==> src/hdl/ndrt_pkg.sv <==
// ----------------------------------------------------------------------------
// ndrt_pkg
// Shared types, codes and default sizes for the descriptor ring tracker.
// ----------------------------------------------------------------------------
package ndrt_pkg;

  localparam int DEF_TX_RING_SIZE  = 256;
  localparam int DEF_RX_RING_SIZE  = 256;
  localparam int DEF_TX_BATCH      = 32;
  localparam int DEF_RX_BATCH      = 128;
  localparam int DEF_MAX_FRAME     = 1500;
  localparam int DEF_RX_COPY_LIMIT = 2048;

  localparam logic [7:0] TX_CMD_BYTE = 8'h0B;  // end of packet, insert FCS

  localparam logic [1:0] KIND_SEND  = 2'd0;
  localparam logic [1:0] KIND_FLUSH = 2'd1;
  localparam logic [1:0] KIND_RECV  = 2'd2;

  localparam logic [1:0] ST_OK      = 2'd0;
  localparam logic [1:0] ST_BAD_LEN = 2'd1;
  localparam logic [1:0] ST_FULL    = 2'd2;
  localparam logic [1:0] ST_EMPTY   = 2'd3;

  localparam logic DB_TX = 1'b0;
  localparam logic DB_RX = 1'b1;

  typedef struct packed {
    logic [1:0]  kind;
    logic [10:0] frame_length;
    logic [7:0]  device_head;
    logic        desc_done;
    logic [15:0] desc_length;
  } req_t;

  typedef struct packed {
    logic [1:0]  status;
    logic [7:0]  slot;
    logic [11:0] length;
    logic [7:0]  desc_cmd;
    logic        head_refreshed;
    logic        clear_done;
    logic        doorbell_valid;
    logic        doorbell_queue;
    logic [7:0]  doorbell_value;
  } rsp_t;

endpackage

==> src/hdl/nic_descriptor_ring_tracker.sv <==
// ----------------------------------------------------------------------------
// nic_descriptor_ring_tracker
// Transmit/receive descriptor ring pointer tracking with batched doorbells.
// ----------------------------------------------------------------------------
// Each request (send, flush, receive poll) produces exactly one response,
// which is registered in the cycle after it is accepted. A new request is
// taken every cycle as long as the response register is empty or is being
// drained in the same cycle; the pointer compare/increment logic between
// the request port and the response register is combinational. Doorbell
// batching uses small modulo counters that follow each tail, so no divider
// is needed for any batch size.
module nic_descriptor_ring_tracker
  import ndrt_pkg::*;
#(
  parameter int TX_RING_SIZE  = DEF_TX_RING_SIZE,
  parameter int RX_RING_SIZE  = DEF_RX_RING_SIZE,
  parameter int TX_BATCH      = DEF_TX_BATCH,
  parameter int RX_BATCH      = DEF_RX_BATCH,
  parameter int MAX_FRAME     = DEF_MAX_FRAME,
  parameter int RX_COPY_LIMIT = DEF_RX_COPY_LIMIT
) (
  input  logic clk,
  input  logic rst,
  input  logic req_valid,
  output logic req_stall,
  input  req_t req,
  output logic rsp_valid,
  input  logic rsp_stall,
  output rsp_t rsp
);

  localparam int TW  = $clog2(TX_RING_SIZE);
  localparam int RW  = $clog2(RX_RING_SIZE);
  localparam int HW  = (TW > 8) ? TW : 8;
  localparam int RXW = (RW > 8) ? RW : 8;
  localparam int TBW = (TX_BATCH > 1) ? $clog2(TX_BATCH) : 1;
  localparam int RBW = (RX_BATCH > 1) ? $clog2(RX_BATCH) : 1;
  localparam int RX_TAIL_RST = RX_RING_SIZE - 1;
  localparam int RX_BCNT_RST = (RX_RING_SIZE - 1) % RX_BATCH;

  logic [TW-1:0]  tx_tail,        tx_tail_next;
  logic [HW-1:0]  tx_head_cached, tx_head_cached_next;
  logic [TW-1:0]  tx_tail_posted, tx_tail_posted_next;
  logic [TBW-1:0] tx_bcnt,        tx_bcnt_next;
  logic [RW-1:0]  rx_tail,        rx_tail_next;
  logic [RBW-1:0] rx_bcnt,        rx_bcnt_next;
  rsp_t           rsp_next;

  logic           accept;
  logic [TW-1:0]  tx_inc;
  logic [TBW-1:0] tx_binc;
  logic [RW-1:0]  rx_inc;
  logic [RBW-1:0] rx_binc;
  logic [HW-1:0]  tx_inc_ext;
  logic [HW-1:0]  tx_tail_ext;
  logic [HW-1:0]  dev_head_ext;
  logic [RXW-1:0] rx_inc_ext;
  logic           full_cached;
  logic           full_fresh;
  logic [31:0]    rx_len_clamped;

  assign req_stall = rsp_valid && rsp_stall;
  assign accept    = req_valid && !req_stall;

  // Ring and batch increments with wrap.
  always_comb begin
    tx_inc  = (tx_tail == TW'(TX_RING_SIZE - 1)) ? '0 : tx_tail + TW'(1);
    tx_binc = (tx_inc == '0 || tx_bcnt == TBW'(TX_BATCH - 1)) ? '0 : tx_bcnt + TBW'(1);
    rx_inc  = (rx_tail == RW'(RX_RING_SIZE - 1)) ? '0 : rx_tail + RW'(1);
    rx_binc = (rx_inc == '0 || rx_bcnt == RBW'(RX_BATCH - 1)) ? '0 : rx_bcnt + RBW'(1);
    tx_inc_ext   = HW'(tx_inc);
    tx_tail_ext  = HW'(tx_tail);
    dev_head_ext = HW'(req.device_head);
    rx_inc_ext   = RXW'(rx_inc);
    full_cached  = (tx_inc_ext == tx_head_cached);
    full_fresh   = (tx_inc_ext == dev_head_ext);
    rx_len_clamped = ({16'd0, req.desc_length} > 32'(RX_COPY_LIMIT)) ?
                     32'(RX_COPY_LIMIT) : {16'd0, req.desc_length};
  end

  always_comb begin
    tx_tail_next        = tx_tail;
    tx_head_cached_next = tx_head_cached;
    tx_tail_posted_next = tx_tail_posted;
    tx_bcnt_next        = tx_bcnt;
    rx_tail_next        = rx_tail;
    rx_bcnt_next        = rx_bcnt;
    rsp_next            = '0;

    case (req.kind)
      KIND_SEND: begin
        if (32'(req.frame_length) > 32'(MAX_FRAME)) begin
          rsp_next.status = ST_BAD_LEN;
        end else if (full_cached && full_fresh) begin
          tx_head_cached_next     = dev_head_ext;
          rsp_next.status         = ST_FULL;
          rsp_next.head_refreshed = 1'b1;
        end else begin
          if (full_cached) begin
            tx_head_cached_next     = dev_head_ext;
            rsp_next.head_refreshed = 1'b1;
          end
          tx_tail_next      = tx_inc;
          tx_bcnt_next      = tx_binc;
          rsp_next.status   = ST_OK;
          rsp_next.slot     = tx_tail_ext[7:0];
          rsp_next.length   = 12'(req.frame_length);
          rsp_next.desc_cmd = TX_CMD_BYTE;
          // Ring the doorbell on a batch boundary or when the tail wraps to zero.
          if (tx_binc == '0) begin
            tx_tail_posted_next     = tx_inc;
            rsp_next.doorbell_valid = 1'b1;
            rsp_next.doorbell_queue = DB_TX;
            rsp_next.doorbell_value = tx_inc_ext[7:0];
          end
        end
      end
      KIND_FLUSH: begin
        rsp_next.status = ST_OK;
        if (tx_tail != tx_tail_posted) begin
          tx_tail_posted_next     = tx_tail;
          rsp_next.doorbell_valid = 1'b1;
          rsp_next.doorbell_queue = DB_TX;
          rsp_next.doorbell_value = tx_tail_ext[7:0];
        end
      end
      KIND_RECV: begin
        if (!req.desc_done) begin
          rsp_next.status = ST_EMPTY;
        end else begin
          rx_tail_next        = rx_inc;
          rx_bcnt_next        = rx_binc;
          rsp_next.status     = ST_OK;
          rsp_next.slot       = rx_inc_ext[7:0];
          rsp_next.length     = rx_len_clamped[11:0];
          rsp_next.clear_done = 1'b1;
          if (rx_binc == '0) begin
            rsp_next.doorbell_valid = 1'b1;
            rsp_next.doorbell_queue = DB_RX;
            rsp_next.doorbell_value = rx_inc_ext[7:0];
          end
        end
      end
      default: begin
        rsp_next = '0;  // unknown operation: all-zero response, no state change
      end
    endcase
  end

  always_ff @(posedge clk) begin
    if (rst) begin
      tx_tail        <= '0;
      tx_head_cached <= '0;
      tx_tail_posted <= '0;
      tx_bcnt        <= '0;
      rx_tail        <= RW'(RX_TAIL_RST);
      rx_bcnt        <= RBW'(RX_BCNT_RST);
      rsp_valid      <= 1'b0;
    end else begin
      if (accept) begin
        tx_tail        <= tx_tail_next;
        tx_head_cached <= tx_head_cached_next;
        tx_tail_posted <= tx_tail_posted_next;
        tx_bcnt        <= tx_bcnt_next;
        rx_tail        <= rx_tail_next;
        rx_bcnt        <= rx_bcnt_next;
        rsp_valid      <= 1'b1;
      end else if (!rsp_stall) begin
        rsp_valid <= 1'b0;
      end
    end
  end

  // Response payload: load on accept, hold otherwise.
  always_ff @(posedge clk) begin
    if (accept) begin
      rsp <= rsp_next;
    end
  end

endmodule

==> config.mk <==
export PLATFORM = sky130hd
export DESIGN_NAME = nic_descriptor_ring_tracker
export DESIGN_NICKNAME = d
export VERILOG_FILES = /design/src/hdl/ndrt_pkg.sv /design/src/hdl/nic_descriptor_ring_tracker.sv
export SDC_FILE = /design/constraint.sdc
export NUM_CORES = 1
export LEC_CHECK = 0
export BUFFER_PORTS_ARGS = -buffer_cell sky130_fd_sc_hd__buf_2
export CORE_ASPECT_RATIO = 1.4
export CORE_MARGIN = 10
export CORE_UTILIZATION = 55
export CTS_BUF_LIST = sky130_fd_sc_hd__clkbuf_8
export DETAILED_ROUTE_END_ITERATION = 10
export PLACE_DENSITY = 0.79
export SYNTH_ARGS = -nofsm -noshare
export SYNTH_HDL_FRONTEND = slang
export SYNTH_SLANG_ARGS = --single-unit
==> constraint.sdc <==
create_clock -name clk -period 4.8 [get_ports clk]
set_clock_uncertainty 0.2 [all_clocks]
set_input_delay 0.72 -clock clk [delete_from_list [all_inputs] [get_ports clk]]
set_output_delay 0.72 -clock clk [all_outputs]
set_load 0.005 [all_outputs]
======== Word level (Yosys, flattened, before mapping) ========
Index checks and enable logic that the tools add are counted.
word-level totals
  flip-flop bits (word level) ............. 87
  input port bits ......................... 42
  output and inout bits ................... 44
  logic and storage cells ................. 88
operators by class
  add/subtract/negate cells ............... 4
  order comparisons ....................... 2
  equality and inequality tests ........... 14
  muxes and demuxes ....................... 31
  bitwise logic cells ..................... 3
  reductions and logical operators ........ 18
operator list
  cell                                                  count
  two-way mux 8 bit                                     8
  two-way mux 10 bit                                    5
  one-hot mux 20 bit (2 select lines)                   1
  one-hot mux 10 bit (3 select lines)                   1
  two-way mux 29 bit                                    1
  two-way mux 28 bit                                    1
  two-way mux 20 bit                                    1
  adder 8 x 1 -> 8 bit, second input constant           2
  equality test 8 bit                                   2
  equality test 8 bit, second input constant            2
  > comparator 16 x 12 -> 1 bit, second input constant  1
  logical NOT 8 bit                                     2
  one-hot mux 8 bit (2 select lines)                    1
  two-way mux 12 bit                                    1
  > comparator 11 bit, second input constant            1
  two-way mux 11 bit                                    1
  != test 2 bit, second input constant                  4
  != test 8 bit                                         1
  AND reduction 4 bit                                   2
  adder 7 x 1 -> 7 bit, second input constant           1
  equality test 7 bit, second input constant            1
  logical NOT 7 bit                                     1
  two-way mux 7 bit                                     1
  two-way mux 2 bit                                     3
  other kinds (18)                                      27

======== Longest topological paths before layout ========
Gate-level depths: netlist (run 1).
  depth after elaboration ................. 10
  depth in mapped cells ................... 12
  mapped depth without buffers ............ 9

======== Worst setup path after synthesis (run 1) ========
OpenSTA, ideal clock, no wires.
  path type ............................... input -> register
  from .................................... in rsp_stall
  to ...................................... reg tx_tail[6]
  setup time .............................. 0.123 ns
  arrival time ............................ 2.860 ns
  required time ........................... 4.477 ns
  slack ................................... 1.616 ns
  stages .................................. 7
  buffers on the path ..................... 1
  path through ............................ nand2_1 nand2_1 inv_1 clkbuf_1 nand2_1 nor3_1 mux2_1
between the ends
  word-level cells in the longest chain between the ends .. 4
RTL lines
  element                               line                                RTL
  start: declaration                    nic_descriptor_ring_tracker.sv:28   input logic rsp_stall,
  logical AND 1 bit                     nic_descriptor_ring_tracker.sv:62   assign req_stall = rsp_valid && rsp_stall;
  logical NOT 1 bit                     nic_descriptor_ring_tracker.sv:63   assign accept = req_valid && !req_stall;
  logical AND 1 bit                     nic_descriptor_ring_tracker.sv:63
  net accept                            nic_descriptor_ring_tracker.sv:49   logic accept;
  AND reduction 4 bit (no source line)  -
  end signal: assignment                nic_descriptor_ring_tracker.sv:161  tx_tail <= tx_tail_next;
  end: declaration                      nic_descriptor_ring_tracker.sv:41   logic [TW-1:0] tx_tail, tx_tail_next;
The timed path passes the listed nets, and every way through them passes these cells.
A chain may end at the register's enable or synchronous reset.

==> results of run 1 <==
[per-stage QoR]
| stage | std cells | power, W |
|---|---|---|
| after detailed placement | 700 | 0.0009808 |
| after CTS | 716 | 0.001409 |
| final | 716 | 0.001405 |
| after global placement | 700 | 0.0009766 |
| after floorplan | 550 | 0.0009006 |
| after global routing | 716 | 0.001464 |
[power groups by stage]
| stage | sequential, W | combinational [W] | clock, W |
|---|---|---|---|
| 6_report | 0.000753 | 0.000218 | 0.000435 |
| 5_1_grt | 0.000756 | 0.000237 | 0.000472 |
| 4_1_cts | 0.000753 | 0.000214 | 0.000442 |
| 3_5_place_dp | 0.000768 | 0.000213 | 0 |
| 3_3_place_gp | 0.000767 | 0.000209 | 0 |
| 2_1_floorplan | 0.000767 | 0.000133 | 0 |
[cell usage after synthesis, drive strengths merged (10+ instances only)]
cell type	number
a22o	16
nor4	11
mux2i	14
nor2	41
nand2	53
a21oi	21
clkbuf	18
inv	18
xor2	16
dfxtp	45
nand3	29
nor3	20
buf	26
edfxtp	35
nand4	10
o31ai	10
xnor2	11
o21ai	21
[sequential cells by signal (all words and copies together), names as in the netlist]
| name | cells |
|---|---|
| rsp | 35 |
| rx_tail | 8 |
| tx_head_cached | 8 |
| tx_tail | 8 |
| tx_tail_posted | 8 |
| rx_bcnt | 7 |
| tx_bcnt | 5 |
| rsp_valid | 1 |
[how the worst max path moves through the flow]
stage                       to  depth (start not counted)
finish                  rsp[9]                          8
global route            rsp[9]                          9
global placement        rsp[9]                          8
CTS                     rsp[9]                          8
detailed placement      rsp[9]                          8
floorplan           tx_tail[6]                          7
[routing by layer]
layer / GRT usage, % / vias to the layer above / wire length [um]
met1: 25.20 / 2159 / 5685
met3: 5.509 / 53 / 1586
li1: - / 2164 / -
met4: 10.38 / 0 / 457
met2: 33.97 / 304 / 6805
met5: 0 / - / 0
[worst register-to-register path: cells and delay by family (launching register included)]
family / cells / cell delay (ns)
AND/OR/NAND/NOR: 7 / 2.37
buffers and inverters: 1 / 0.25
flip-flops: 1 / 0.69
[area by class of cell]
| cell class | instances | area (um2) |
|---|---|---|
| fill | 721 | 3207 |
| sequential | 80 | 1952 |
| clock buffer | 9 | 123.9 |
| tap | 105 | 131.4 |
| clock inverter | 7 | 40.04 |
| timing repair buffer | 89 | 467.9 |
| inverter | 19 | 71.32 |
| multi-input combinational | 407 | 2665 |
[cells by family after synthesis]
kind of cell             share of synthesized area [%]
AO/OA/AOI/OAI                                    20.81
multiplexers                                     4.227
XOR/XNOR                                         4.813
AND/OR/NAND/NOR                                  22.23
other                                          0.07632
adder cells (fa/ha/maj)                          1.782
buffers and inverters                            6.340
flip-flops                                       39.72
==> impl_metrics.toml, run 1 <==
[outcome]
outcome = "finished clean"

[floorplanning]
io_pins = 86
die_w_um = 99.88
floorplan.die.height_um = 131.8
core.rowCount = 40
effective_utilization_at_floorplan_pct = 56.75
core_region_area_um2 = 8658
dieArea_um2 = 13170

[worst_setup_path]
cp_slowest_stage_delay_ns = 0.69
crit_path_max_fanout = 17
critPathSlowestCell = "sky130_fd_sc_hd__dfxtp_1"
cp_top_family = "simple AND/OR/NAND/NOR gates"
timing.critical_path.from = "tx_tail[2]"
cp_data_required_time_ns = 4.72
critPathArrivalTime_ns = 3.68
timing.critical_path.cells = "nand4_2 > or4_1 > and3_1 > nor4_2 > and4_1 > buf_4 > nor3_1 > or3_1"
worst_r2r_path_depth = 8
setup.worst_path.class = "register to register"
rr_endpoint = "rsp[9]"
critPathLaunchType = "register"
ff2ff_setup_slack_ns = 1.04
critPathCaptureType = "register"
critPathBufInv = 1
r2r-start = "tx_tail[2]"

[pwr]
power.share.switching_pct = 28.79
cellPowerDensity_nw_per_um2 = 257.8
power_frac_comb_pct = 15.5
net-switching-power_w = 0.0004045
max-vdd-ir-drop_mv = 0.1783
pwr-share-clk_pct = 30.9
cell_internal_pwr_w = 0.001001
power.static_leakage_nw = 2.247
part_of_the_total_power_dissipated_in_sequential_elements_pct = 53.6

[synth]
most_area_hungry_cell_type_in_the_yosys_netlist = "sky130_fd_sc_hd__edfxtp_1"
synth.top_cells.by_area = "sky130_fd_sc_hd__edfxtp_1 (21%), sky130_fd_sc_hd__dfxtp_1 (18%), sky130_fd_sc_hd__nand2_1 (4.0%), sky130_fd_sc_hd__nor2_1 (3.1%), sky130_fd_sc_hd__nand3_1 (3.0%)"
postSynth.topFlopCell = "sky130_fd_sc_hd__dfxtp_1"
synth-seq-cells = 80
ys_async_sr_fraction_pct = 0
number_of_warnings_printed_during_yosys_synthesis = 0
synth.cell_area_um2 = 4913
synth.top_cell.area_share_pct = 21.39
synth_seq_area_share_pct = 39.72
synth.lib_cells_used.distinct = 72
synth_edf_count = 35
syn_avg_cell_area_um2 = 8.999
synth_cells = 546

[drt]
route.final.wire_length_mm = 14.54
drt_iter0_drc = 523
routed-via-count = 4680
remaining_drc_errors = 0
wl_per_cell_um = 20.30
drt_first_pass_iters = 5
postRouteAntennaNets = 0
viasPerCell = 6.536

[finish]
fin_util_pct = 62.96
layout.cells.most_common_list = "sky130_fd_sc_hd__buf_2 (80), sky130_fd_sc_hd__nand2_1 (53), sky130_fd_sc_hd__dfxtp_1 (45)"
final_cell_area_um2 = 5451
final_layout_size_suffix_gt1_share_pct = 19.48
layout.cells.most_common = "sky130_fd_sc_hd__buf_2"
antennaDiodeCount = 0
syn_to_final_growth_pct = 10.95
net_count_reported_at_finish = 655

[timing]
setup_total_neg_slack_ns = 0
final.hold.worst_slack_ns = 0.2828
grt_setup_unrepaired = "false"
setup_viol_count_final = 0
setup_ws_ns = 1.038
finalHoldViolCount = 0
slew_headroom_pct = 37.51
maximum_clock_rate_mhz = 265.8
clock_period_minus_final_worst_setup_slack_ns = 3.762
number_of_max_slew_violations_in_the_final_report = 0
fin_crit_sh_pct = 78.37
worst_pin_slew_ns = 0.9339

[hold_path]
min_path_cells = 2
hold_path_class = "register to register"
worstHoldStart = "tx_tail_posted[1]"
hold-path-endpoint = "tx_tail_posted[1]"

[placement]
placed_area_um2 = 5288
pre_cts_worst_setup_slack_ns = 1.161
portBuffers = 80
place_congestion = 0.9749
dpl.hpwl_mm = 10.65

[clocking]
post_cts_hold_buffer_count = 0
post-cts-setup-buffer-count = 0
clock_tree_from_tritoncts = "done"
post_cts.resized_instances = 0
numCtsBuffers = 9
cts_htree_levels = 3
clock-sinks = 80
clk_root_buffer_cell = "sky130_fd_sc_hd__clkbuf_8"
clock_tree.buffer_depth = 2
worst_setup_hold_path_clk_slew_ns = 0.08
clk_latency_ns = 0.37

[global_routing]
first_global_vias = 4468
antenna_found_initial = 0
grt_first_pass_wirelength_mm = 22.74
largest_net_degree_at_the_start_of_global_routing = 39
grt.total_usage_pct = 21.14
globalRouteOverflowTotal = 0

[flow_run]
drv.max_cap_violation_count = 0
Note: power is estimated with default switching activity, not from simulation.
==> run 2: changes to the inputs <==
--- a/config.mk
+++ b/config.mk
@@ -5,6 +5,7 @@
 export SDC_FILE = /design/constraint.sdc
 export NUM_CORES = 1
 export LEC_CHECK = 0
+export ABC_AREA = 1
 export BUFFER_PORTS_ARGS = -buffer_cell sky130_fd_sc_hd__buf_2
 export CORE_ASPECT_RATIO = 1.4
 export CORE_MARGIN = 10
==> constraint.sdc (replaced) <==
create_clock -name clk -period 3.6 [get_ports clk]
set_clock_uncertainty 0.2 [all_clocks]
set_input_delay 0.54 -clock clk [delete_from_list [all_inputs] [get_ports clk]]
set_output_delay 0.54 -clock clk [all_outputs]
set_load 0.005 [all_outputs]
==> run 2 against run 1 <==
Net effect:
- register-to-register slack got worse by 0.63 ns
- area after synthesis decreased by 1.1%
- global-route usage decreased by 1.9 points
- combinational power increased by 68%
- sequential cell count unchanged
- final cell count increased by 13%
- utilization decreased by 0.36 points
==> impl_metrics.toml, run 2 <==
[finish]
layout.cells.most_common_list = "sky130_fd_sc_hd__nand2_1 (131), sky130_fd_sc_hd__buf_2 (80), sky130_fd_sc_hd__inv_1 (71)"
seqCellArea_um2 = 1952
layout.cells.most_common = "sky130_fd_sc_hd__nand2_1"
n_fill_cell = 786
largest_register_ffs = 35
multi_input_comb_area_um2 = 2414
registers.top_by_ff_count = "rsp"
antennaDiodeCount = 0
final_cell_area_um2 = 5389
final_layout_size_suffix_gt1_share_pct = 22.13
syn_to_final_growth_pct = 10.95
net_count_reported_at_finish = 749

[pwr]
cell_internal_pwr_w = 0.001363
pwr-share-clk_pct = 29.7
net-switching-power_w = 0.0006201
cellPowerDensity_nw_per_um2 = 368.1
power_frac_comb_pct = 18.5
max-vdd-ir-drop_mv = 0.2601
power.static_leakage_nw = 2.532
part_of_the_total_power_dissipated_in_sequential_elements_pct = 51.8
power.share.switching_pct = 31.26

[timing]
grt_setup_unrepaired = "false"
final.hold.worst_slack_ns = 0.2522
slew_headroom_pct = 42.47
worst_pin_slew_ns = 0.8536
setup_total_neg_slack_ns = 0
setup_ws_ns = 0.4099
maximum_clock_rate_mhz = 313.5
finalHoldViolCount = 0
clock_period_minus_final_worst_setup_slack_ns = 3.190
number_of_max_slew_violations_in_the_final_report = 0
setup_viol_count_final = 0
fin_crit_sh_pct = 88.61

[clocking]
post_cts_hold_buffer_count = 0
worst_setup_hold_path_clk_slew_ns = 0.08
post-cts-setup-buffer-count = 0
cts_htree_levels = 3
clk_latency_ns = 0.37
post_cts.resized_instances = 0
clock_tree_from_tritoncts = "done"
numCtsBuffers = 9
clock_tree.buffer_depth = 2
clock-sinks = 80
clk_root_buffer_cell = "sky130_fd_sc_hd__clkbuf_8"

[global_routing]
globalRouteOverflowTotal = 0
grt_first_pass_wirelength_mm = 20.69
antenna_found_initial = 0
grt.total_usage_pct = 19.25
largest_net_degree_at_the_start_of_global_routing = 36
first_global_vias = 4365

[worst_setup_path]
critPathArrivalTime_ns = 3.24
cp_top_family = "simple AND/OR/NAND/NOR gates"
timing.critical_path.cells = "ha_1 > nand2_4 > nor2_4 > nand2_1 > nand2_2 > inv_2 > nor2_1 > nor2_1 > nand3_2 > nor2_4 > nand2_2 > nand3_2 > o21ai_0 > a21oi_1"
critPathLaunchType = "register"
cp_data_required_time_ns = 3.65
critPathCaptureType = "register"
crit_path_max_fanout = 26
cp_slowest_stage_delay_ns = 0.54
setup.worst_path.class = "register to register"
critPathSlowestCell = "sky130_fd_sc_hd__dfxtp_1"
critPathBufInv = 1

[synth]
synth_cells = 637
syn_avg_cell_area_um2 = 7.625
synth.top_cell.area_share_pct = 21.64
synth.lib_cells_used.distinct = 45
synth.top_cells.by_area = "sky130_fd_sc_hd__edfxtp_1 (22%), sky130_fd_sc_hd__dfxtp_1 (19%), sky130_fd_sc_hd__nand2_1 (10%), sky130_fd_sc_hd__nand3_1 (6.3%), sky130_fd_sc_hd__inv_1 (5.4%)"
synth-seq-cells = 80
number_of_warnings_printed_during_yosys_synthesis = 0
most_frequent_cell_after_synthesis = "sky130_fd_sc_hd__nand2_1"
synth.cell_area_um2 = 4857
postSynth.topFlopCell = "sky130_fd_sc_hd__dfxtp_1"
synth_seq_area_share_pct = 40.19
top_cells_by_instance_count_after_synthesis = "sky130_fd_sc_hd__nand2_1 (131), sky130_fd_sc_hd__inv_1 (70), sky130_fd_sc_hd__nand3_1 (61)"
synth_edf_count = 35
most_area_hungry_cell_type_in_the_yosys_netlist = "sky130_fd_sc_hd__edfxtp_1"
ys_async_sr_fraction_pct = 0

[floorplanning]
core_region_area_um2 = 8608
core.rowCount = 40
dieArea_um2 = 13040
effective_utilization_at_floorplan_pct = 56.42
die_w_um = 99.42
floorplan.die.height_um = 131.2
io_pins = 86

[drt]
route.final.wire_length_mm = 13.01
routed-via-count = 4544
remaining_drc_errors = 0
drt_iter0_drc = 344
wl_per_cell_um = 16.07
drt_first_pass_iters = 5
viasPerCell = 5.610
postRouteAntennaNets = 0

[hold_path]
hold_path_class = "primary input to register"

[outcome]
outcome = "finished clean"

[flow_run]
drv.max_cap_violation_count = 0

[placement]
placed_area_um2 = 5224
dpl.hpwl_mm = 10.06
portBuffers = 80
place_congestion = 0.9823
pre_cts_worst_setup_slack_ns = 0.5580
[run 2: cell families (layout without fill, tap and decap cells)]
| kind of cell | after synthesis | count (layout) | synth area share [%] |
|---|---|---|---|
| AND/OR/NAND/NOR | 303 | 303 | 30.14 |
| buffers and inverters | 117 | 181 | 10.59 |
| AO/OA/AOI/OAI | 110 | 110 | 13.63 |
| flip-flops | 80 | 80 | 40.19 |
| XOR/XNOR | 19 | 19 | 3.581 |
| adder cells (fa/ha/maj) | 7 | 7 | 1.803 |
| other | 1 | 5 | 0.07721 |
[run 2: layout make-up]
cell class / count / share of cell area [%]
clock inverters: 7 / 0.7662
multi-input cells: 444 / 44.79
well taps: 105 / 2.438
inverters: 83 / 5.781
flip-flops and latches: 80 / 36.22
clock buffers: 9 / 2.299
repair buffers: 82 / 7.708
[run 2: worst reg2reg max path, cell delays in order (launching register included)]
cell and delay, ns:
sky130_fd_sc_hd__dfxtp_1 0.54, sky130_fd_sc_hd__ha_1 0.30, sky130_fd_sc_hd__nand2_4 0.10, sky130_fd_sc_hd__nor2_4 0.14, sky130_fd_sc_hd__nand2_1 0.10, sky130_fd_sc_hd__nand2_2 0.14
sky130_fd_sc_hd__inv_2 0.07, sky130_fd_sc_hd__nor2_1 0.15, sky130_fd_sc_hd__nor2_1 0.09, sky130_fd_sc_hd__nand3_2 0.11, sky130_fd_sc_hd__nor2_4 0.04, sky130_fd_sc_hd__nand2_2 0.19
sky130_fd_sc_hd__nand3_2 0.46, sky130_fd_sc_hd__o21ai_0 0.38, sky130_fd_sc_hd__a21oi_1 0.07
[run 2: per-layer routing]
| layer | track usage, % | vias up | part of all wire, % |
|---|---|---|---|
| met3 | 5.299 | 34 | 8.0 |
| met5 | 0 | - | 0 |
| met4 | 10.06 | 0 | 3.5 |
| li1 | - | 2226 | - |
| met1 | 19.28 | 2079 | 36 |
| met2 | 34.73 | 205 | 52 |
[run 2: final timing paths]
check	start	end	slack [ns]	depth (start not counted)
setup / recovery	tx_tail[0]	tx_tail[6]	0.41	14
hold / removal	rsp_stall	rsp_valid	0.25	3
setup reg to reg	tx_tail[0]	tx_tail[6]	0.41	14
hold reg to reg	tx_head_cached[1]	tx_head_cached[1]	0.26	2
[run 2: through the flow]
stage	power (W)	util, %	cells
6_report	0.001983	62.60	810
5_1_grt	0.002072	62.60	810
4_1_cts	0.001978	62.60	810
3_5_place_dp	0.001411	60.68	794
3_3_place_gp	0.001398	60.68	794
2_1_floorplan	0.001299	-	641
[run 2: power groups by stage]
stage	clock network (W)	registers, W	logic (W)
5_1_grt	0.000630	0.00103	0.000408
6_report	0.000589	0.00103	0.000367
2_1_floorplan	0	0.00104	0.000259
4_1_cts	0.000587	0.00103	0.000364
3_5_place_dp	0	0.00105	0.000362
3_3_place_gp	0	0.00105	0.000353
